===== src/design/i2a_pkg.sv =====
`default_nettype none

package i2a_pkg;

    // conversion kinds
    localparam logic [2:0] FUNC_OCT    = 3'd0;
    localparam logic [2:0] FUNC_UDEC   = 3'd1;
    localparam logic [2:0] FUNC_SDEC   = 3'd2;
    localparam logic [2:0] FUNC_HEX_UP = 3'd3;
    localparam logic [2:0] FUNC_HEX_LO = 3'd4;

    // flag bit positions
    localparam int FLAG_LEFT  = 0;
    localparam int FLAG_PLUS  = 1;
    localparam int FLAG_SPACE = 2;
    localparam int FLAG_ALT   = 3;
    localparam int FLAG_ZERO  = 4;

    // ASCII codes
    localparam logic [7:0] CH_ZERO      = 8'h30;
    localparam logic [7:0] CH_SPACE     = 8'h20;
    localparam logic [7:0] CH_MINUS     = 8'h2D;
    localparam logic [7:0] CH_PLUS      = 8'h2B;
    localparam logic [7:0] CH_UPPER_X   = 8'h58;
    localparam logic [7:0] CH_UPPER_A   = 8'h41;
    localparam logic [7:0] CH_LOWER_BIT = 8'h20;

    // controller states; emitting states run in output order
    typedef enum logic [3:0] {
        ST_IDLE   = 4'd0,
        ST_CONV   = 4'd1,
        ST_SETUP  = 4'd2,
        ST_LEAD   = 4'd3,
        ST_SIGN   = 4'd4,
        ST_PFX0   = 4'd5,
        ST_PFXX   = 4'd6,
        ST_ZPAD   = 4'd7,
        ST_PREC   = 4'd8,
        ST_DIGITS = 4'd9,
        ST_TRAIL  = 4'd10
    } t_i2a_state;

    // controller -> datapath
    typedef struct packed {
        logic       load;
        logic       conv_step;
        logic       setup;
        logic       emit;
        logic       last;
        t_i2a_state phase;
    } t_i2a_cmd;

    // datapath -> controller
    typedef struct packed {
        logic conv_last;
        logic out_free;
        logic lead_nz;
        logic lead_last;
        logic has_sign;
        logic pfx_any;
        logic pfx_hex;
        logic zpad_nz;
        logic zpad_last;
        logic prec_nz;
        logic prec_last;
        logic dig_last;
        logic trail_nz;
        logic trail_last;
    } t_i2a_status;

    // digit value to upper-case character
    function automatic logic [7:0] digit_char(input logic [3:0] d);
        logic [7:0] c;
        if (d < 4'd10) begin
            c = CH_ZERO + {4'b0, d};
        end else begin
            c = CH_UPPER_A - 8'd10 + {4'b0, d};
        end
        return c;
    endfunction

endpackage

`default_nettype wire


===== src/design/i2a_ctrl.sv =====
`default_nettype none

module i2a_ctrl (
    input  wire logic                  i_clk,
    input  wire logic                  i_rst_n,
    input  wire logic                  i_valid,
    input  wire i2a_pkg::t_i2a_status  i_status,
    output i2a_pkg::t_i2a_cmd          o_cmd,
    output logic                       o_busy
);

    i2a_pkg::t_i2a_state r_state;
    i2a_pkg::t_i2a_state n_state;

    // first non-empty phase at or after s (digits are never empty)
    function automatic i2a_pkg::t_i2a_state first_from(
        input i2a_pkg::t_i2a_state  s,
        input i2a_pkg::t_i2a_status st
    );
        i2a_pkg::t_i2a_state r;
        r = i2a_pkg::ST_DIGITS;
        if (s <= i2a_pkg::ST_PREC && st.prec_nz) r = i2a_pkg::ST_PREC;
        if (s <= i2a_pkg::ST_ZPAD && st.zpad_nz) r = i2a_pkg::ST_ZPAD;
        if (s <= i2a_pkg::ST_PFX0 && st.pfx_any) r = i2a_pkg::ST_PFX0;
        if (s <= i2a_pkg::ST_SIGN && st.has_sign) r = i2a_pkg::ST_SIGN;
        return r;
    endfunction

    // state register
    always_ff @(posedge i_clk) begin
        if (!i_rst_n) begin
            r_state <= i2a_pkg::ST_IDLE;
        end else begin
            r_state <= n_state;
        end
    end

    // next state and commands
    always_comb begin
        n_state     = r_state;
        o_cmd       = '0;
        o_cmd.phase = r_state;
        case (r_state)
            i2a_pkg::ST_IDLE: begin
                if (i_valid) begin
                    o_cmd.load = 1'b1;
                    n_state    = i2a_pkg::ST_CONV;
                end
            end
            i2a_pkg::ST_CONV: begin
                o_cmd.conv_step = 1'b1;
                if (i_status.conv_last) n_state = i2a_pkg::ST_SETUP;
            end
            i2a_pkg::ST_SETUP: begin
                o_cmd.setup = 1'b1;
                n_state     = i2a_pkg::ST_LEAD;
            end
            i2a_pkg::ST_LEAD: begin
                // an empty lead phase just passes through
                if (!i_status.lead_nz) begin
                    n_state = first_from(i2a_pkg::ST_SIGN, i_status);
                end else if (i_status.out_free) begin
                    o_cmd.emit = 1'b1;
                    if (i_status.lead_last) n_state = first_from(i2a_pkg::ST_SIGN, i_status);
                end
            end
            i2a_pkg::ST_SIGN: begin
                if (i_status.out_free) begin
                    o_cmd.emit = 1'b1;
                    n_state    = first_from(i2a_pkg::ST_PFX0, i_status);
                end
            end
            i2a_pkg::ST_PFX0: begin
                if (i_status.out_free) begin
                    o_cmd.emit = 1'b1;
                    n_state    = i_status.pfx_hex ? i2a_pkg::ST_PFXX
                                                  : first_from(i2a_pkg::ST_ZPAD, i_status);
                end
            end
            i2a_pkg::ST_PFXX: begin
                if (i_status.out_free) begin
                    o_cmd.emit = 1'b1;
                    n_state    = first_from(i2a_pkg::ST_ZPAD, i_status);
                end
            end
            i2a_pkg::ST_ZPAD: begin
                if (i_status.out_free) begin
                    o_cmd.emit = 1'b1;
                    if (i_status.zpad_last) n_state = first_from(i2a_pkg::ST_PREC, i_status);
                end
            end
            i2a_pkg::ST_PREC: begin
                if (i_status.out_free) begin
                    o_cmd.emit = 1'b1;
                    if (i_status.prec_last) n_state = i2a_pkg::ST_DIGITS;
                end
            end
            i2a_pkg::ST_DIGITS: begin
                if (i_status.out_free) begin
                    o_cmd.emit = 1'b1;
                    o_cmd.last = i_status.dig_last && !i_status.trail_nz;
                    if (i_status.dig_last) begin
                        n_state = i_status.trail_nz ? i2a_pkg::ST_TRAIL : i2a_pkg::ST_IDLE;
                    end
                end
            end
            i2a_pkg::ST_TRAIL: begin
                if (i_status.out_free) begin
                    o_cmd.emit = 1'b1;
                    o_cmd.last = i_status.trail_last;
                    if (i_status.trail_last) n_state = i2a_pkg::ST_IDLE;
                end
            end
            default: begin
                n_state = i2a_pkg::ST_IDLE;
            end
        endcase
    end

    assign o_busy = (r_state != i2a_pkg::ST_IDLE);

endmodule

`default_nettype wire


===== src/design/i2a_dpath.sv =====
`default_nettype none

module i2a_dpath #(
    parameter int VALUE_BITS  = 32,
    parameter int DIGIT_SLOTS = 11,
    parameter int MAX_FIELD   = 48
) (
    input  wire logic                  i_clk,
    input  wire logic                  i_rst_n,
    input  wire i2a_pkg::t_i2a_cmd     i_cmd,
    input  wire logic [VALUE_BITS-1:0] i_value,
    input  wire logic [2:0]            i_func,
    input  wire logic [4:0]            i_format_flags,
    input  wire logic [5:0]            i_field_width,
    input  wire logic [5:0]            i_precision,
    input  wire logic                  i_stall,
    output i2a_pkg::t_i2a_status       o_status,
    output logic                       o_valid,
    output logic [7:0]                 o_out_char,
    output logic                       o_last_char
);

    localparam int VB = VALUE_BITS;
    localparam int S  = DIGIT_SLOTS;
    localparam int IW = $clog2(S);
    localparam int NW = $clog2(S + 1);
    localparam int BW = $clog2(VB + 1);

    // item registers
    logic [VB-1:0]       r_value;
    logic [BW-1:0]       r_bits;
    logic [S-1:0][3:0]   r_digits;
    logic [NW-1:0]       r_ndig;
    logic                r_is_dec;
    logic                r_is_hex;
    logic                r_lower;
    logic                r_left;
    logic                r_zp;
    logic [7:0]          r_sign_ch;
    logic                r_has_sign;
    logic                r_pfx_any;
    logic                r_pfx_hex;
    logic [5:0]          r_w;
    logic [5:0]          r_p;
    logic [5:0]          r_lead;
    logic [5:0]          r_zpad;
    logic [5:0]          r_prec;
    logic [5:0]          r_trail;
    logic [NW-1:0]       r_didx;
    logic                r_out_valid;
    logic [7:0]          r_out_char;
    logic                r_out_last;

    // input decode
    logic                is_oct_in;
    logic                is_hex_in;
    logic                is_sdec_in;
    logic                neg_in;
    logic [VB-1:0]       mag_in;
    logic [5:0]          w_sat;
    logic [5:0]          p_sat;
    logic [7:0]          sign_ch_in;
    logic                has_sign_in;
    logic                left_in;
    // octal/hex step
    logic [3:0]          shf_digit;
    logic [VB-1:0]       shf_value;
    // decimal shift-add-3 step
    logic [S-1:0][3:0]   dec_adj;
    logic [S*4-1:0]      adj_flat;
    logic [S-1:0][3:0]   dec_next;
    logic                dec_hit;
    // setup
    logic [NW-1:0]       eff_n;
    logic [5:0]          n6;
    logic [5:0]          body6;
    logic [6:0]          pfx7;
    logic [6:0]          used7;
    logic [5:0]          pad6;
    // emit
    logic [NW-1:0]       didx_m1;
    logic [7:0]          lower_mask;
    logic [7:0]          emit_char;
    logic                out_free;

    // decode of the incoming item
    always_comb begin
        is_oct_in  = (i_func == i2a_pkg::FUNC_OCT);
        is_hex_in  = (i_func == i2a_pkg::FUNC_HEX_UP) || (i_func == i2a_pkg::FUNC_HEX_LO);
        is_sdec_in = (i_func == i2a_pkg::FUNC_SDEC);
        neg_in     = is_sdec_in && i_value[VB-1];
        mag_in     = neg_in ? (VB'(0) - i_value) : i_value;
        w_sat      = (i_field_width > 6'(MAX_FIELD)) ? 6'(MAX_FIELD) : i_field_width;
        p_sat      = (i_precision > 6'(MAX_FIELD)) ? 6'(MAX_FIELD) : i_precision;
        left_in    = i_format_flags[i2a_pkg::FLAG_LEFT];
        // minus beats plus beats space
        has_sign_in = neg_in || (is_sdec_in && (i_format_flags[i2a_pkg::FLAG_PLUS] ||
                                                i_format_flags[i2a_pkg::FLAG_SPACE]));
        if (neg_in) begin
            sign_ch_in = i2a_pkg::CH_MINUS;
        end else if (i_format_flags[i2a_pkg::FLAG_PLUS]) begin
            sign_ch_in = i2a_pkg::CH_PLUS;
        end else begin
            sign_ch_in = i2a_pkg::CH_SPACE;
        end
    end

    // octal/hex: peel one digit off the bottom per cycle
    always_comb begin
        shf_digit = r_is_hex ? r_value[3:0] : {1'b0, r_value[2:0]};
        shf_value = r_is_hex ? (r_value >> 4) : (r_value >> 3);
    end

    // decimal: one bit of double dabble per cycle
    always_comb begin
        for (int k = 0; k < S; k++) begin
            dec_adj[k] = (r_digits[k] >= 4'd5) ? (r_digits[k] + 4'd3) : r_digits[k];
        end
        adj_flat = dec_adj;
        dec_next = {adj_flat[S*4-2:0], r_value[VB-1]};
        // the digit count grows by at most one per doubling
        dec_hit  = (r_ndig < NW'(S)) && (dec_next[r_ndig[IW-1:0]] != 4'd0);
    end

    // field layout
    always_comb begin
        eff_n = (r_ndig == '0) ? NW'(1) : r_ndig;
        n6    = 6'(eff_n);
        body6 = (r_p > n6) ? r_p : n6;
        pfx7  = r_pfx_hex ? 7'd2 : (r_pfx_any ? 7'd1 : 7'd0);
        used7 = {1'b0, body6} + {6'b0, r_has_sign} + pfx7;
        pad6  = ({1'b0, r_w} > used7) ? 6'({1'b0, r_w} - used7) : 6'd0;
    end

    // character for the current phase
    always_comb begin
        didx_m1    = r_didx - NW'(1);
        lower_mask = r_lower ? i2a_pkg::CH_LOWER_BIT : 8'h00;
        case (i_cmd.phase)
            i2a_pkg::ST_SIGN:                   emit_char = r_sign_ch;
            i2a_pkg::ST_PFX0, i2a_pkg::ST_ZPAD,
            i2a_pkg::ST_PREC:                   emit_char = i2a_pkg::CH_ZERO;
            i2a_pkg::ST_PFXX:                   emit_char = i2a_pkg::CH_UPPER_X | lower_mask;
            i2a_pkg::ST_DIGITS: begin
                emit_char = i2a_pkg::digit_char(r_digits[didx_m1[IW-1:0]]) | lower_mask;
            end
            default:                            emit_char = i2a_pkg::CH_SPACE;
        endcase
    end

    assign out_free = !r_out_valid || !i_stall;

    // payload registers
    always_ff @(posedge i_clk) begin
        if (i_cmd.load) begin
            r_value    <= mag_in;
            r_bits     <= BW'(VB);
            r_digits   <= '0;
            r_is_dec   <= !is_oct_in && !is_hex_in;
            r_is_hex   <= is_hex_in;
            r_lower    <= (i_func == i2a_pkg::FUNC_HEX_LO);
            r_left     <= left_in;
            r_zp       <= i_format_flags[i2a_pkg::FLAG_ZERO] && !left_in;
            r_sign_ch  <= sign_ch_in;
            r_has_sign <= has_sign_in;
            r_pfx_any  <= i_format_flags[i2a_pkg::FLAG_ALT] && (is_oct_in || is_hex_in);
            r_pfx_hex  <= i_format_flags[i2a_pkg::FLAG_ALT] && is_hex_in;
            r_w        <= w_sat;
            r_p        <= p_sat;
        end else if (i_cmd.conv_step) begin
            if (r_is_dec) begin
                r_digits <= dec_next;
                r_value  <= r_value << 1;
                r_bits   <= r_bits - BW'(1);
            end else begin
                r_digits[r_ndig[IW-1:0]] <= shf_digit;
                r_value                  <= shf_value;
            end
        end
        if (i_cmd.emit) begin
            r_out_char <= emit_char;
            r_out_last <= i_cmd.last;
        end
    end

    // counters and output valid
    always_ff @(posedge i_clk) begin
        if (!i_rst_n) begin
            r_ndig      <= '0;
            r_didx      <= '0;
            r_lead      <= '0;
            r_zpad      <= '0;
            r_prec      <= '0;
            r_trail     <= '0;
            r_out_valid <= 1'b0;
        end else begin
            if (i_cmd.load) begin
                r_ndig <= '0;
            end else if (i_cmd.conv_step) begin
                if (r_is_dec) begin
                    if (dec_hit) r_ndig <= r_ndig + NW'(1);
                end else begin
                    r_ndig <= r_ndig + NW'(1);
                end
            end else if (i_cmd.setup) begin
                r_ndig  <= eff_n;
                r_didx  <= eff_n;
                r_lead  <= (!r_left && !r_zp) ? pad6 : 6'd0;
                r_zpad  <= r_zp ? pad6 : 6'd0;
                r_trail <= r_left ? pad6 : 6'd0;
                r_prec  <= body6 - n6;
            end
            // count down the phase that just sent a beat
            if (i_cmd.emit) begin
                case (i_cmd.phase)
                    i2a_pkg::ST_LEAD:   r_lead  <= r_lead - 6'd1;
                    i2a_pkg::ST_ZPAD:   r_zpad  <= r_zpad - 6'd1;
                    i2a_pkg::ST_PREC:   r_prec  <= r_prec - 6'd1;
                    i2a_pkg::ST_DIGITS: r_didx  <= didx_m1;
                    i2a_pkg::ST_TRAIL:  r_trail <= r_trail - 6'd1;
                    default: ;
                endcase
            end
            if (i_cmd.emit) begin
                r_out_valid <= 1'b1;
            end else if (!i_stall) begin
                r_out_valid <= 1'b0;
            end
        end
    end

    // status to the controller
    always_comb begin
        o_status.conv_last  = r_is_dec ? (r_bits == BW'(1))
                                       : ((shf_value == '0) || (r_ndig == NW'(S - 1)));
        o_status.out_free   = out_free;
        o_status.lead_nz    = (r_lead != 6'd0);
        o_status.lead_last  = (r_lead == 6'd1);
        o_status.has_sign   = r_has_sign;
        o_status.pfx_any    = r_pfx_any;
        o_status.pfx_hex    = r_pfx_hex;
        o_status.zpad_nz    = (r_zpad != 6'd0);
        o_status.zpad_last  = (r_zpad == 6'd1);
        o_status.prec_nz    = (r_prec != 6'd0);
        o_status.prec_last  = (r_prec == 6'd1);
        o_status.dig_last   = (r_didx == NW'(1));
        o_status.trail_nz   = (r_trail != 6'd0);
        o_status.trail_last = (r_trail == 6'd1);
    end

    assign o_valid     = r_out_valid;
    assign o_out_char  = r_out_char;
    assign o_last_char = r_out_last;

endmodule

`default_nettype wire


===== src/design/integer_to_padded_ascii.sv =====
// Flow: the item is taken, then its octal/hex digits are peeled off (up to
//   DIGIT_SLOTS) or VALUE_BITS shift-add-3 steps run for decimal, then setup
//   (and the empty lead state if there are no leading spaces), then one character
//   per cycle while the output is not stalled. One conversion at a time, up to 50
//   characters; the next item is taken once the last beat is in the output
//   register. Reset: synchronous, active low; clears controller and output valid.
`default_nettype none

module integer_to_padded_ascii #(
    parameter int VALUE_BITS  = 32,
    parameter int DIGIT_SLOTS = 11,
    parameter int MAX_FIELD   = 48
) (
    input  wire logic                  i_clk,
    input  wire logic                  i_rst_n,
    input  wire logic                  i_valid,
    output logic                       o_stall,
    input  wire logic [VALUE_BITS-1:0] i_value,
    input  wire logic [2:0]            i_func,
    input  wire logic [4:0]            i_format_flags,
    input  wire logic [5:0]            i_field_width,
    input  wire logic [5:0]            i_precision,
    output logic                       o_valid,
    input  wire logic                  i_stall,
    output logic [7:0]                 o_out_char,
    output logic                       o_last_char
);

    i2a_pkg::t_i2a_cmd    cmd;
    i2a_pkg::t_i2a_status status;
    logic                 busy;

    i2a_ctrl u_ctrl (
        .i_clk    (i_clk),
        .i_rst_n  (i_rst_n),
        .i_valid  (i_valid),
        .i_status (status),
        .o_cmd    (cmd),
        .o_busy   (busy)
    );

    i2a_dpath #(
        .VALUE_BITS  (VALUE_BITS),
        .DIGIT_SLOTS (DIGIT_SLOTS),
        .MAX_FIELD   (MAX_FIELD)
    ) u_dpath (
        .i_clk          (i_clk),
        .i_rst_n        (i_rst_n),
        .i_cmd          (cmd),
        .i_value        (i_value),
        .i_func         (i_func),
        .i_format_flags (i_format_flags),
        .i_field_width  (i_field_width),
        .i_precision    (i_precision),
        .i_stall        (i_stall),
        .o_status       (status),
        .o_valid        (o_valid),
        .o_out_char     (o_out_char),
        .o_last_char    (o_last_char)
    );

    // input side is open only between conversions
    assign o_stall = busy;

endmodule

`default_nettype wire


===== config.mk =====
export PLATFORM = sky130hd
export DESIGN_NAME = integer_to_padded_ascii
export DESIGN_NICKNAME = d
export VERILOG_FILES = /design/src/design/i2a_pkg.sv /design/src/design/i2a_ctrl.sv /design/src/design/i2a_dpath.sv /design/src/design/integer_to_padded_ascii.sv
export SDC_FILE = /design/constraint.sdc
export NUM_CORES = 1
export LEC_CHECK = 0
export ABC_AREA = 1
export BUFFER_PORTS_ARGS = -buffer_cell sky130_fd_sc_hd__buf_2
export CORE_ASPECT_RATIO = 0.5
export CORE_MARGIN = 1
export CORE_UTILIZATION = 57
export CTS_CLUSTER_SIZE = 20
export DETAILED_ROUTE_END_ITERATION = 7
export GPL_ROUTABILITY_DRIVEN = 0
export PLACE_DENSITY_LB_ADDON = 0.08
export SYNTH_ARGS = -nofsm -noshare
export SYNTH_HDL_FRONTEND = slang
export SYNTH_SLANG_ARGS = --single-unit

===== constraint.sdc =====
create_clock -name i_clk -period 7.3 [get_ports i_clk]
set_input_delay 1.46 -clock i_clk [delete_from_list [all_inputs] [get_ports i_clk]]
set_output_delay 1.46 -clock i_clk [all_outputs]
set_load 0.02 [all_outputs]

======== After elaboration in Yosys (flattened, before gate mapping) ========
Cells that the tools add are included.
operators by class
  add/subtract/negate cells ............... 25
  magnitude comparators ................... 20
  equality and inequality tests ........... 37
  mux-type cells .......................... 103
  bitwise gates (word level) .............. 2
  reductions and logical operators ........ 42
operators with widths
  cell                                                               count
  two-way mux 4 bit                                                  46
  two-way mux 6 bit                                                  26
  two-way mux 32 bit                                                 4
  bitwise mux 44 bit                                                 1
  greater-or-equal comparator 4 x 3 -> 1 bit, second input constant  11
  two-way mux 44 bit                                                 1
  one-hot mux 4 bit (11 select lines)                                1
  adder 4 x 2 -> 4 bit, second input constant                        10
  binary-select mux 4 bit (select 4 bit)                             2
  logical NOT 32 bit                                                 1
  one-hot mux 8 bit (4 select lines)                                 1
  subtractor 1 x 32 -> 32 bit, first input constant                  1
  equality test 6 x 1 -> 1 bit, second input constant                5
  subtractor 6 x 1 -> 6 bit, second input constant                   5
  two-way mux 29 bit                                                 1
  nonzero test 6 bit                                                 4
  != test 2 x 1 -> 1 bit, second input constant                      10
  demux 4 bit (select 4 bit)                                         1
  equality test 4 x 3 -> 1 bit, second input constant                4
  equality test 4 bit, second input constant                         4
  two-way mux 8 bit                                                  2
  AND reduction 15 bit                                               1
  adder 6 x 4 -> 7 bit, first input constant                         2
  greater-than comparator 6 bit, second input constant               2
  other kinds (38)                                                   83
word-level totals
  register bits ........................... 156
  input bits .............................. 56
  logic and storage cells ................. 263

======== Depth between registers and ports, before layout ========
Gate-level depths: netlist of the first run.
  word-level depth ........................ 14
  depth in mapped cells ................... 31

======== By module ========
Synthesis of the first run repeated with hierarchy kept, for this count alone.
unflattened totals
  cells, all modules ...................... 1729
  area total of the unflattened synthesis .. 11649.9 sq um
by module, submodules not included
  module     times used  cells each  area each (sq um)  sequential area each (sq um)
  i2a_dpath  1           1614        11038.1            3553.4
  i2a_ctrl   1           115         611.8              80.1

======== Worst setup path before layout of the first run ========
Ideal clock, no wire load.
  kind .................................... flip-flop to flip-flop
  start ................................... register u_dpath.r_ndig[0]
  end ..................................... register u_dpath.r_trail[0]
  data arrival time ....................... 4502 ps
  required time ........................... 7230 ps
  setup slack ............................. 2728 ps
  stages on the path, launching flop included .. 31
  buffers on the path ..................... 2
  clock period less this slack ............ 4572 ps
  cells stage by stage .................... dfxtp_1 buf_2 inv_1 ha_1 inv_1 nor2_1 nor2_1 inv_1 ha_1 inv_1 nor2_1 o21ai_1 nand2_1 nand2_2 o21ai_0 fa_1 inv_1 fa_1 xnor2_1 ha_1 nand2_1 o21ai_1 a21oi_1 o21bai_2 nand2_1 a21oi_2 buf_4 nand4_1 o21ai_0 nand2_1 a21oi_1
between the ends
  cells in the longest elaborated chain, start to end .. 14
  elaborated cells on any way between the ends .. 15
  classes of those cells .................. add/sub: 3; order compare: 2; mux: 9; reduce/logical: 1
RTL lines
  what                                                                        line              source
  start: declaration                                                          i2a_dpath.sv:33   logic [NW-1:0] r_ndig;
  start signal: assignment                                                    i2a_dpath.sv:201  if (dec_hit) r_ndig <= r_ndig + NW'(1);
  start signal: assignment                                                    i2a_dpath.sv:203  r_ndig <= r_ndig + NW'(1);
  start signal: assignment                                                    i2a_dpath.sv:206  r_ndig <= eff_n;
  logical NOT 4 bit                                                           i2a_dpath.sv:127  eff_n = (r_ndig == '0) ? NW'(1) : r_ndig;
  two-way mux 4 bit (*)                                                       i2a_dpath.sv:127
  greater-than comparator 6 x 4 -> 1 bit                                      i2a_dpath.sv:129  body6 = (r_p > n6) ? r_p : n6;
  two-way mux 6 bit (*)                                                       i2a_dpath.sv:129
  adder 6 x 1 -> 7 bit (*)                                                    i2a_dpath.sv:131  used7 = {1'b0, body6} + {6'b0, r_has_sign} + pfx7;
  adder 7 bit (*)                                                             i2a_dpath.sv:131
  subtractor 6 bit or greater-than comparator 6 x 7 -> 1 bit (tied branches)  i2a_dpath.sv:132  pad6 = ({1'b0, r_w} > used7) ? 6'({1'b0, r_w} - used7) : 6'd0;
  two-way mux 6 bit (*)                                                       i2a_dpath.sv:132
  two-way mux 6 bit (*)                                                       i2a_dpath.sv:210  r_trail <= r_left ? pad6 : 6'd0;
  two-way mux 6 bit (*)                                                       i2a_dpath.sv:205  end else if (i_cmd.setup) begin
  two-way mux 6 bit (*)                                                       i2a_dpath.sv:199  end else if (i_cmd.conv_step) begin
  two-way mux 6 bit (*)                                                       i2a_dpath.sv:197  if (i_cmd.load) begin
  two-way mux 6 bit                                                           i2a_dpath.sv:215  case (i_cmd.phase)
  two-way mux 6 bit (*)                                                       i2a_dpath.sv:214  if (i_cmd.emit) begin
  end signal: assignment                                                      i2a_dpath.sv:210
  end signal: assignment                                                      i2a_dpath.sv:220  i2a_pkg::ST_TRAIL: r_trail <= r_trail - 6'd1;
  end: declaration                                                            i2a_dpath.sv:48   logic [5:0] r_trail;
Every way passes the cells marked *; elsewhere a longest branch is shown, timed or not.
A chain may end at the register's enable or synchronous reset.

======== Final worst setup path of the first run ========
  start ................................... register u_dpath.r_ndig[0]
  end ..................................... register u_dpath.r_zpad[3]
between the ends
  cells in the longest elaborated chain, start to end .. 14
  elaborated cells on any way between the ends .. 15
  classes of those cells .................. add/sub: 3; order compare: 2; mux: 9; reduce/logical: 1
RTL lines
  what                                                                        line              source
  logical NOT 4 bit                                                           i2a_dpath.sv:127
  two-way mux 4 bit (*)                                                       i2a_dpath.sv:127
  greater-than comparator 6 x 4 -> 1 bit                                      i2a_dpath.sv:129
  two-way mux 6 bit (*)                                                       i2a_dpath.sv:129
  adder 6 x 1 -> 7 bit (*)                                                    i2a_dpath.sv:131
  adder 7 bit (*)                                                             i2a_dpath.sv:131
  subtractor 6 bit or greater-than comparator 6 x 7 -> 1 bit (tied branches)  i2a_dpath.sv:132
  two-way mux 6 bit (*)                                                       i2a_dpath.sv:132
  two-way mux 6 bit (*)                                                       i2a_dpath.sv:209  r_zpad <= r_zp ? pad6 : 6'd0;
  two-way mux 6 bit (*)                                                       i2a_dpath.sv:205
  two-way mux 6 bit (*)                                                       i2a_dpath.sv:199
  two-way mux 6 bit (*)                                                       i2a_dpath.sv:197
  two-way mux 6 bit                                                           i2a_dpath.sv:215
  two-way mux 6 bit (*)                                                       i2a_dpath.sv:214
  end signal: assignment                                                      i2a_dpath.sv:209
  end signal: assignment                                                      i2a_dpath.sv:217  i2a_pkg::ST_ZPAD: r_zpad <= r_zpad - 6'd1;
  end: declaration                                                            i2a_dpath.sv:46   logic [5:0] r_zpad;
Marks and branches as above.

==> results of run 1 <==
flip-flops by register name (all words and copies together), names as in the netlist:
signal / count
u_ctrl.r_state: 4
u_dpath.o_last_char: 1
u_dpath.o_out_char: 7
u_dpath.o_valid: 1
u_dpath.r_bits: 6
u_dpath.r_didx: 4
u_dpath.r_digits: 44
u_dpath.r_has_sign: 1
u_dpath.r_is_dec: 1
u_dpath.r_is_hex: 1
u_dpath.r_lead: 6
u_dpath.r_left: 1
u_dpath.r_lower: 1
u_dpath.r_ndig: 4
u_dpath.r_p: 6
u_dpath.r_pfx_any: 1
u_dpath.r_pfx_hex: 1
u_dpath.r_prec: 6
u_dpath.r_sign_ch: 3
u_dpath.r_trail: 6
u_dpath.r_value: 32
u_dpath.r_w: 6
u_dpath.r_zp: 1
u_dpath.r_zpad: 6
metrics by stage:
stage          instance area (sq um)  instances  power [W]
3_5_place_dp                   11900       1964    0.00421
4_1_cts                        12400       1996    0.00514
2_1_floorplan                  11400       1686    0.00352
6_report                       12400       1996    0.00519
3_3_place_gp                   11900       1964    0.00412
5_1_grt                        12400       1996    0.00562
layout make-up:
cell class                 count  share of cell area, %
inverter                     234                   7.06
clock buffer                  19                   3.56
multi-input combinational   1242                   53.2
sequential                   150                   29.2
timing repair buffer          72                   3.04
tap                          266                   2.67
clock inverter                13                   1.26
how the worst max path moves through the flow:
| stage | startpoint | endpoint | slack (ns) | depth (start not counted) |
|---|---|---|---|---|
| after floorplan | u_dpath.r_ndig[0]$_SDFFE_PP0P_ | u_dpath.r_trail[0]$_SDFF_PN0_ | 2.73 | 30 |
| after global placement | u_dpath.r_ndig[0]$_SDFFE_PP0P_ | u_dpath.r_lead[2]$_SDFF_PN0_ | 1.88 | 28 |
| after detailed placement | u_dpath.r_ndig[0]$_SDFFE_PP0P_ | u_dpath.r_lead[4]$_SDFF_PN0_ | 1.53 | 28 |
| after CTS | u_dpath.r_ndig[0]$_SDFFE_PP0P_ | u_dpath.r_lead[4]$_SDFF_PN0_ | 1.49 | 28 |
| after global routing | u_dpath.r_ndig[0]$_SDFFE_PP0P_ | u_dpath.r_zpad[2]$_SDFF_PN0_ | 0.96 | 28 |
| final | u_dpath.r_ndig[0]$_SDFFE_PP0P_ | u_dpath.r_zpad[3]$_SDFF_PN0_ | 1.47 | 28 |
report_power, final:
group	switching, W	leakage [nW]	internal (W)	total, W
clock	0.000372	0.292	0.000544	0.000916
combinational	0.00183	3.84	0.000892	0.00272
sequential	0.000280	1.31	0.00127	0.00155
cells in the mapped netlist, types with 5 or more instances:
cell	number	area, sq um
nand2_2	8	50.1
nand3_1	92	460
inv_2	12	45.0
o31ai_1	5	37.5
nor3_1	22	110
o21ai_0	214	1070
a211oi_1	18	135
nand4_1	37	231
edfxtp_1	63	1890
ha_1	55	688
nor2_1	159	597
xnor2_1	6	52.6
o211ai_1	5	37.5
nand2_1	354	1330
xor2_1	27	236
o21ai_1	17	85.1
a21oi_1	88	440
or2_2	7	43.8
a31oi_1	55	344
dfxtp_1	87	1740
buf_2	13	65.1
inv_1	220	826
clkbuf_1	33	124
buf_6	6	67.6
o22ai_1	18	113
mux2i_1	6	60.1
worst max-delay path, delay by kind of cell (launching register included):
family,cells,cell delay (ns)
AOI/OAI and AO/OA,7,1.59
and+or+nand+nor,10,1.14
adders and majority gates,5,1.67
DFF,1,0.61
xor gates and xnor gates,1,0.17
buffers and inverters,5,0.56
layer usage:
layer  vias to the layer above  GRT usage (%)  wire (um)
met2                       446           52.3      14500
met1                      5295           40.1      14300
li1                       5760              -          -
met5                         -              0          0
met3                        75           6.98       2510
met4                         0           14.5        935
cells by family after synthesis:
group | count (synthesis) | synth area share, %
AO/OA/AOI/OAI | 444 | 21.8
XOR/XNOR | 34 | 2.67
adder cells (fa/ha/maj) | 59 | 6.72
buffers and inverters | 294 | 10.3
flip-flops | 150 | 31.8
multiplexers | 6 | 0.525
other | 1 | 0.0328
AND/OR/NAND/NOR | 698 | 26.2
==> impl_metrics.tcl, run 1 <==
set metrics [dict create \
    status "complete, no violations" \
    clk_pin_slew_worst_paths_ns 0.06 \
    fmax_mhz 172 \
    drive_above_1_share_pct 8.96 \
    portBuffers 65 \
    fin_worst_skew_ns 0.00927 \
    finalMaxSlewViolations 0 \
    syn_avg_cell_area_sq_um 6.79 \
    cp-end-kind "flop" \
    crit_required_ns 7.67 \
    clock_sinks 150 \
    grt_max_degree 67 \
    leakage_nw 5.44 \
    synth_edf_count 63 \
    min_period_ns 5.83 \
    clockBufferDepth 2 \
    synth-seq-cells 150 \
    ys_seq_area_share_pct 31.8 \
    grt_usage_pct 31.6 \
    fillers 1850 \
    cp_max_fo 13 \
    tightest_slew_ns 1.04 \
    hold_ws_ns 0.474 \
    die_h_um 102 \
    clock_latency_ns 0.45 \
    cts_buffers 17 \
    h-tree-depth 4 \
    setup.worst_path.start_class "flop" \
    synth-main-ff-cell "dfxtp_1" \
    viasPerCell 5.80 \
    wl_per_cell_um 16.2 \
    netlist_instances 1686 \
    holdPathStages 1 \
    finalSetupViolCount 0 \
    grt_setup_unrepaired "no" \
    fin_nets 1832 \
    timing.reg2reg.setup_slack_ns 1.47 \
    netlist_area_sq_um 11400 \
    pre_cts_ws_ns 1.53 \
    cts_resized 0 \
    reg2reg_depth 28 \
    timing.rr.end "u_dpath.r_zpad[3]$_SDFF_PN0_" \
    crit_arrival_ns 6.19 \
    p_per_area_nw_per_um2 417 \
    synth_nets 1801 \
    regToRegStartpoint "u_dpath.r_ndig[0]$_SDFFE_PP0P_" \
    post_cts_buffers 0 \
    core_sq_um 19500 \
    syn2layout_area_growth_pct 8.83 \
    antenna_left 0 \
    rows 36 \
    mostFrequentLayoutCells "nand2_1, inv_1, o21ai_0" \
    cts_tree "done" \
    ios 67 \
    root_buffer "clkbuf_16" \
    min_to "u_dpath.r_bits[5]$_SDFFE_PP1P_" \
    hold_viol_final 0 \
    cts_hold_buf 0 \
    routed_wl_mm 32.2 \
    vdd_drop_max_mv 0.210 \
    layout_commonest_cell "nand2_1" \
    die_w_um 202 \
    synth_cell_types 59 \
    vias 11600 \
    crit_path_top_delay_cell "dfxtp_1" \
    drtIter0Drc 938 \
    worst_slack_ns 1.47 \
    antenna_found_initial 0 \
    dieArea_sq_um 20700 \
    hpwl_mm 23.5 \
    slowest_delay_ns 0.61 \
    hp-start "u_dpath.r_bits[5]$_SDFFE_PP1P_" \
    final_core_util_pct 63.7 \
    path_class "reg -> reg" \
    grt_overflow 0 \
    multi_input_area_sq_um 6630 \
    grt_pass1_vias 10800 \
    seqCellArea_sq_um 3630 \
    async_flop_share_pct 0 \
    start_util_pct 58.5 \
    finalCritPeriodShare_pct 79.8 \
    hold_class "reg -> reg" \
    max-cap-violations 0 \
    drc_errors 0 \
    max_slew_margin_pct 30.7 \
    tns_ns 0 \
    grt_pass1_wl_mm 51.6 \
    yosys_warnings 0 \
    num_antenna_cells 0 \
    firstDrtPassIters 7 \
]
No activity file was read; power rests on OpenSTA's default activity.
==> run 2: changes to the inputs <==
Clock period 7.3 ns to 6 ns, I/O delays scaled along.
==> run 2 against run 1 <==
  * Setup slack got worse by 0.85 ns
  * Cell area decreased by 0.12%
  * Die area unchanged
  * Clock skew decreased by 0.0020 ns
  * Utilization decreased by 0.077 points
  * Count of clock-buffer cells in the layout increased by 3
  * Critical path depth increased by 1
  * Clock power increased by 18%
  * Global-route usage increased by 0.080 points
  * Fmax increased by 8.4%
==> impl_metrics.tcl, run 2 (synthesis gave the netlist of run 1 again) <==
set metrics [dict create \
    power_frac_comb_pct 52.7 \
    cpLargestDelayFamily "adder cells" \
    max-cap-violations 0 \
    start_util_pct 58.5 \
    seqCellArea_sq_um 3630 \
    routed_wl_mm 32.6 \
    die_h_um 102 \
    finalMaxSlewViolations 0 \
    dpl_cell_area_sq_um 11900 \
    tns_ns 0 \
    path_class "reg -> reg" \
    crit_arrival_ns 5.73 \
    fmax_mhz 186 \
    drive_above_1_share_pct 8.83 \
    antenna_found_initial 0 \
    firstDrtPassIters 6 \
    top_register "u_dpath.r_digits" \
    grt_pass1_vias 10600 \
    p_per_area_nw_per_um2 504 \
    fin_nets 1834 \
    crit_path_top_delay_cell "dfxtp_2" \
    seq_power_share_pct 30.1 \
    post_cts_buffers 0 \
    dpl.cell_count 1966 \
    netSwitchingFraction_pct 48.0 \
    hpwl_mm 23.4 \
    setup.worst_path.start_class "flop" \
    cp_num_buf_inv 6 \
    antenna_left 0 \
    die_w_um 202 \
    cts_buffers 17 \
    finalSetupViolCount 0 \
    fillers 1808 \
    final_cell_area_sq_um 12400 \
    tightest_slew_ns 0.999 \
    vias 11700 \
    h-tree-depth 4 \
    hold_viol_final 0 \
    wl_per_cell_um 16.3 \
    p_int_w 0.00326 \
    cts_tree "done" \
    layout_commonest_cell "nand2_1" \
    clk_pin_slew_worst_paths_ns 0.06 \
    portBuffers 65 \
    cp_max_fo 13 \
    grt_pass1_wl_mm 52.0 \
    core_sq_um 19500 \
    finalCritPeriodShare_pct 89.6 \
    crit_required_ns 6.35 \
    drtIter0Drc 971 \
    leakage_nw 5.44 \
    dieArea_sq_um 20700 \
    mostFrequentLayoutCells "nand2_1, inv_1, o21ai_0" \
    ios 67 \
    syn2layout_area_growth_pct 8.69 \
    clockBufferDepth 2 \
    grt_setup_unrepaired "no" \
    power_switching_w 0.00301 \
    grt_usage_pct 31.7 \
    largest_reg_flops 44 \
    viasPerCell 5.88 \
    cts_hold_buf 0 \
    max_slew_margin_pct 33.4 \
    grt_max_degree 89 \
    rows 36 \
    slowest_delay_ns 0.48 \
    clock_sinks 150 \
    drc_errors 0 \
    fin_worst_skew_ns 0.00730 \
    grt_overflow 0 \
    cp-end-kind "flop" \
    status "complete, no violations" \
    clkPwrFrac_pct 17.1 \
    multi_input_area_sq_um 6630 \
    num_antenna_cells 0 \
    hold_class "reg -> reg" \
    root_buffer "clkbuf_16" \
    layoutNonFillerInstCount 1998 \
    vdd_drop_max_mv 0.166 \
    min_period_ns 5.38 \
    clock_latency_ns 0.44 \
]
## run 2: final timing paths
check / from / end / slack (ns) / cells after the start
worst max-delay path: u_dpath.r_ndig[0]$_SDFFE_PP0P_ / u_dpath.r_zpad[2]$_SDFF_PN0_ / 0.62 / 29
worst min-delay path: u_dpath.r_bits[5]$_SDFFE_PP1P_ / u_dpath.r_bits[5]$_SDFFE_PP1P_ / 0.47 / 1
worst min register to register: u_dpath.r_bits[5]$_SDFFE_PP1P_ / u_dpath.r_bits[5]$_SDFFE_PP1P_ / 0.47 / 1
worst max register to register: u_dpath.r_ndig[0]$_SDFFE_PP0P_ / u_dpath.r_zpad[2]$_SDFF_PN0_ / 0.62 / 29
## run 2: layout make-up
type	count	area share, %
Timing Repair Buffer	74	3.16
Sequential cell	150	29.2
Inverter	234	7.06
Tap cell	266	2.68
Multi-Input combinational cell	1242	53.3
Clock inverter	10	0.825
Clock buffer	22	3.74
## run 2: timing repair
item	in CTS	in global routing
setup endpoints to repair	0	10
hold endpoints to repair	0	0
gates resized for setup	0	1
## run 2: per-stage QoR
stage	setup slack, ns	hold slack, ns	utilization (%)	total power (W)
floorplan	1.43	0.434	-	0.00428
global placement	0.879	0.450	60.7	0.00501
detailed placement	0.542	0.454	60.7	0.00512
CTS	0.474	0.462	63.6	0.00621
global route	0.0629	0.488	63.6	0.00680
finish	0.623	0.468	63.6	0.00627
## run 2: per-layer routing
layer  up-vias  part of all wire, %  track usage (%)
li1       5759                    -                -
met5         -                    0                0
met1      5465                   44             41.7
met3        59                  7.8             5.23
met4         0                  2.2             11.9
met2       460                   46             53.1
## run 2: power by group through the flow
stage	combinational [W]	clock [W]	sequential (W)
finish	0.00331	0.00108	0.00189
floorplan	0.00247	0	0.00181
global placement	0.00313	0	0.00188
detailed placement	0.00322	0	0.00189
global route	0.00374	0.00112	0.00194
CTS	0.00325	0.00108	0.00188
==> run 3: changes to the inputs <==
Settings changed: BUFFER_PORTS_ARGS -buffer_cell sky130_fd_sc_hd__buf_2 to default, DONT_BUFFER_PORTS from default to 1, SKIP_LAST_GASP from default to 1.
==> run 3 against run 2 <==
  * Sequential power barely moved
  * Die area did not move
  * Power rose by 0.22%
  * Critical endpoint is now u_dpath.r_trail[3]$_SDFF_PN0_
  * Largest cell class unchanged
  * Highest routed layer unchanged
==> impl_metrics.tcl, run 3 (synthesis gave the netlist of run 1 again) <==
set metrics [dict create \
    worst_slack_ns 0.368 \
    viasPerCell 5.98 \
    max_slew_margin_pct 32.8 \
    path_class "reg -> reg" \
    drtIter0Drc 779 \
    cpLargestDelayFamily "adder cells" \
    tightest_slew_ns 1.01 \
    top_register "u_dpath.r_digits" \
    fin_worst_skew_ns 0.00818 \
    clock_sinks 150 \
    max-cap-violations 0 \
    core_sq_um 19500 \
    post_cts_buffers 0 \
    routed_wl_mm 32.4 \
    clockBufferDepth 2 \
    final_cell_area_sq_um 12100 \
    finalSetupViolCount 0 \
    setup.worst_path.start_class "flop" \
    min_period_ns 5.63 \
    firstDrtPassIters 6 \
    wl_per_cell_um 16.8 \
    antenna_found_initial 0 \
    vdd_drop_max_mv 0.195 \
    tns_ns 0 \
    grt_pass1_wl_mm 52.2 \
    cp_num_buf_inv 6 \
    syn2layout_area_growth_pct 6.19 \
    fin_nets 1769 \
    grt_setup_unrepaired "no" \
    grt_usage_pct 31.9 \
    grt_max_degree 58 \
    die_w_um 202 \
    layout_commonest_cell "nand2_1" \
    clk_pin_slew_worst_paths_ns 0.06 \
    leakage_nw 5.19 \
    finalCritPeriodShare_pct 93.9 \
    finalMaxSlewViolations 0 \
    dpl_cell_area_sq_um 11500 \
    crit_path_top_delay_cell "dfxtp_1" \
    crit_required_ns 6.37 \
    crit_arrival_ns 6.00 \
    num_antenna_cells 0 \
    drc_errors 0 \
    cts_tree "done" \
    drive_above_1_share_pct 5.46 \
    slowest_delay_ns 0.60 \
    largest_reg_flops 44 \
    dieArea_sq_um 20700 \
    hold_viol_final 0 \
    antenna_left 0 \
    hpwl_mm 23.7 \
    grt_pass1_vias 10500 \
    pre_cts_ws_ns 0.458 \
    root_buffer "clkbuf_16" \
    fmax_mhz 178 \
    clock_latency_ns 0.44 \
    die_h_um 102 \
    grt_overflow 0 \
    start_util_pct 58.5 \
    cts_buffers 17 \
    rows 36 \
    p_per_area_nw_per_um2 518 \
    portBuffers 0 \
    h-tree-depth 4 \
    ios 67 \
    status "complete, no violations" \
    cp_max_fo 13 \
    hold_class "reg -> reg" \
    vias 11600 \
    mostFrequentLayoutCells "nand2_1, inv_1, o21ai_0" \
    cp-end-kind "flop" \
]
==> run 3: cell types whose count changed in the layout (fill, tap and decap cells not counted), moves of 2 or more <==
cell        before  now
buf_2           65    0
clkbuf_1         4    0
clkbuf_8         0    2
clkinv_2         4    2
clkinv_4         0    2
clkinvlp_4       2    4
==> run 3: through the flow <==
step	hold WS [ns]	util, %	power, W	cells
after floorplan	0.434	-	0.00428	1686
after global placement	0.454	59.0	0.00499	1901
after detailed placement	0.454	59.0	0.00509	1901
after CTS	0.465	62.1	0.00622	1933
after global routing	0.491	62.1	0.00682	1933
final	0.466	62.1	0.00629	1933
==> run 3: final cells by class <==
| class | count | area (sq um) |
|---|---|---|
| Fill cell | 1817 | 7400 |
| Multi-Input combinational cell | 1242 | 6630 |
| Sequential cell | 150 | 3630 |
| Inverter | 234 | 878 |
| Clock buffer | 19 | 453 |
| Tap cell | 266 | 333 |
| Clock inverter | 13 | 155 |
| Timing Repair Buffer | 9 | 67.6 |
==> run 3: what timing repair did <==
item / 4_1_cts / 5_1_grt
hold buffers: 0 / 0
setup endpoints to repair: 0 / 6
resized for setup: 0 / 1
==> run 3: final timing paths <==
path,slack [ns],start,to,cells past startpoint
setup / recovery,0.37,u_dpath.r_ndig[0]$_SDFFE_PP0P_,u_dpath.r_trail[3]$_SDFF_PN0_,30
hold reg to reg,0.47,u_dpath.r_bits[5]$_SDFFE_PP1P_,u_dpath.r_bits[5]$_SDFFE_PP1P_,1
setup reg to reg,0.37,u_dpath.r_ndig[0]$_SDFFE_PP0P_,u_dpath.r_trail[3]$_SDFF_PN0_,30
hold / removal,0.47,u_dpath.r_bits[5]$_SDFFE_PP1P_,u_dpath.r_bits[5]$_SDFFE_PP1P_,1
==> run 3: report_power, final <==
group          internal, W  leakage [nW]  switching [W]
clock             0.000672         0.286       0.000453
combinational      0.00106          3.59        0.00218
sequential         0.00154          1.31       0.000373
total              0.00328          5.19        0.00301
==> run 3: layer usage <==
| metal | up-vias | share of wire, % | global-route usage (%) |
|---|---|---|---|
| met4 | 0 | 2.8 | 12.7 |
| met5 | - | 0 | 0 |
| li1 | 5629 | - | - |
| met2 | 461 | 46 | 53.7 |
| met1 | 5386 | 44 | 41.6 |
| met3 | 75 | 7.4 | 5.17 |
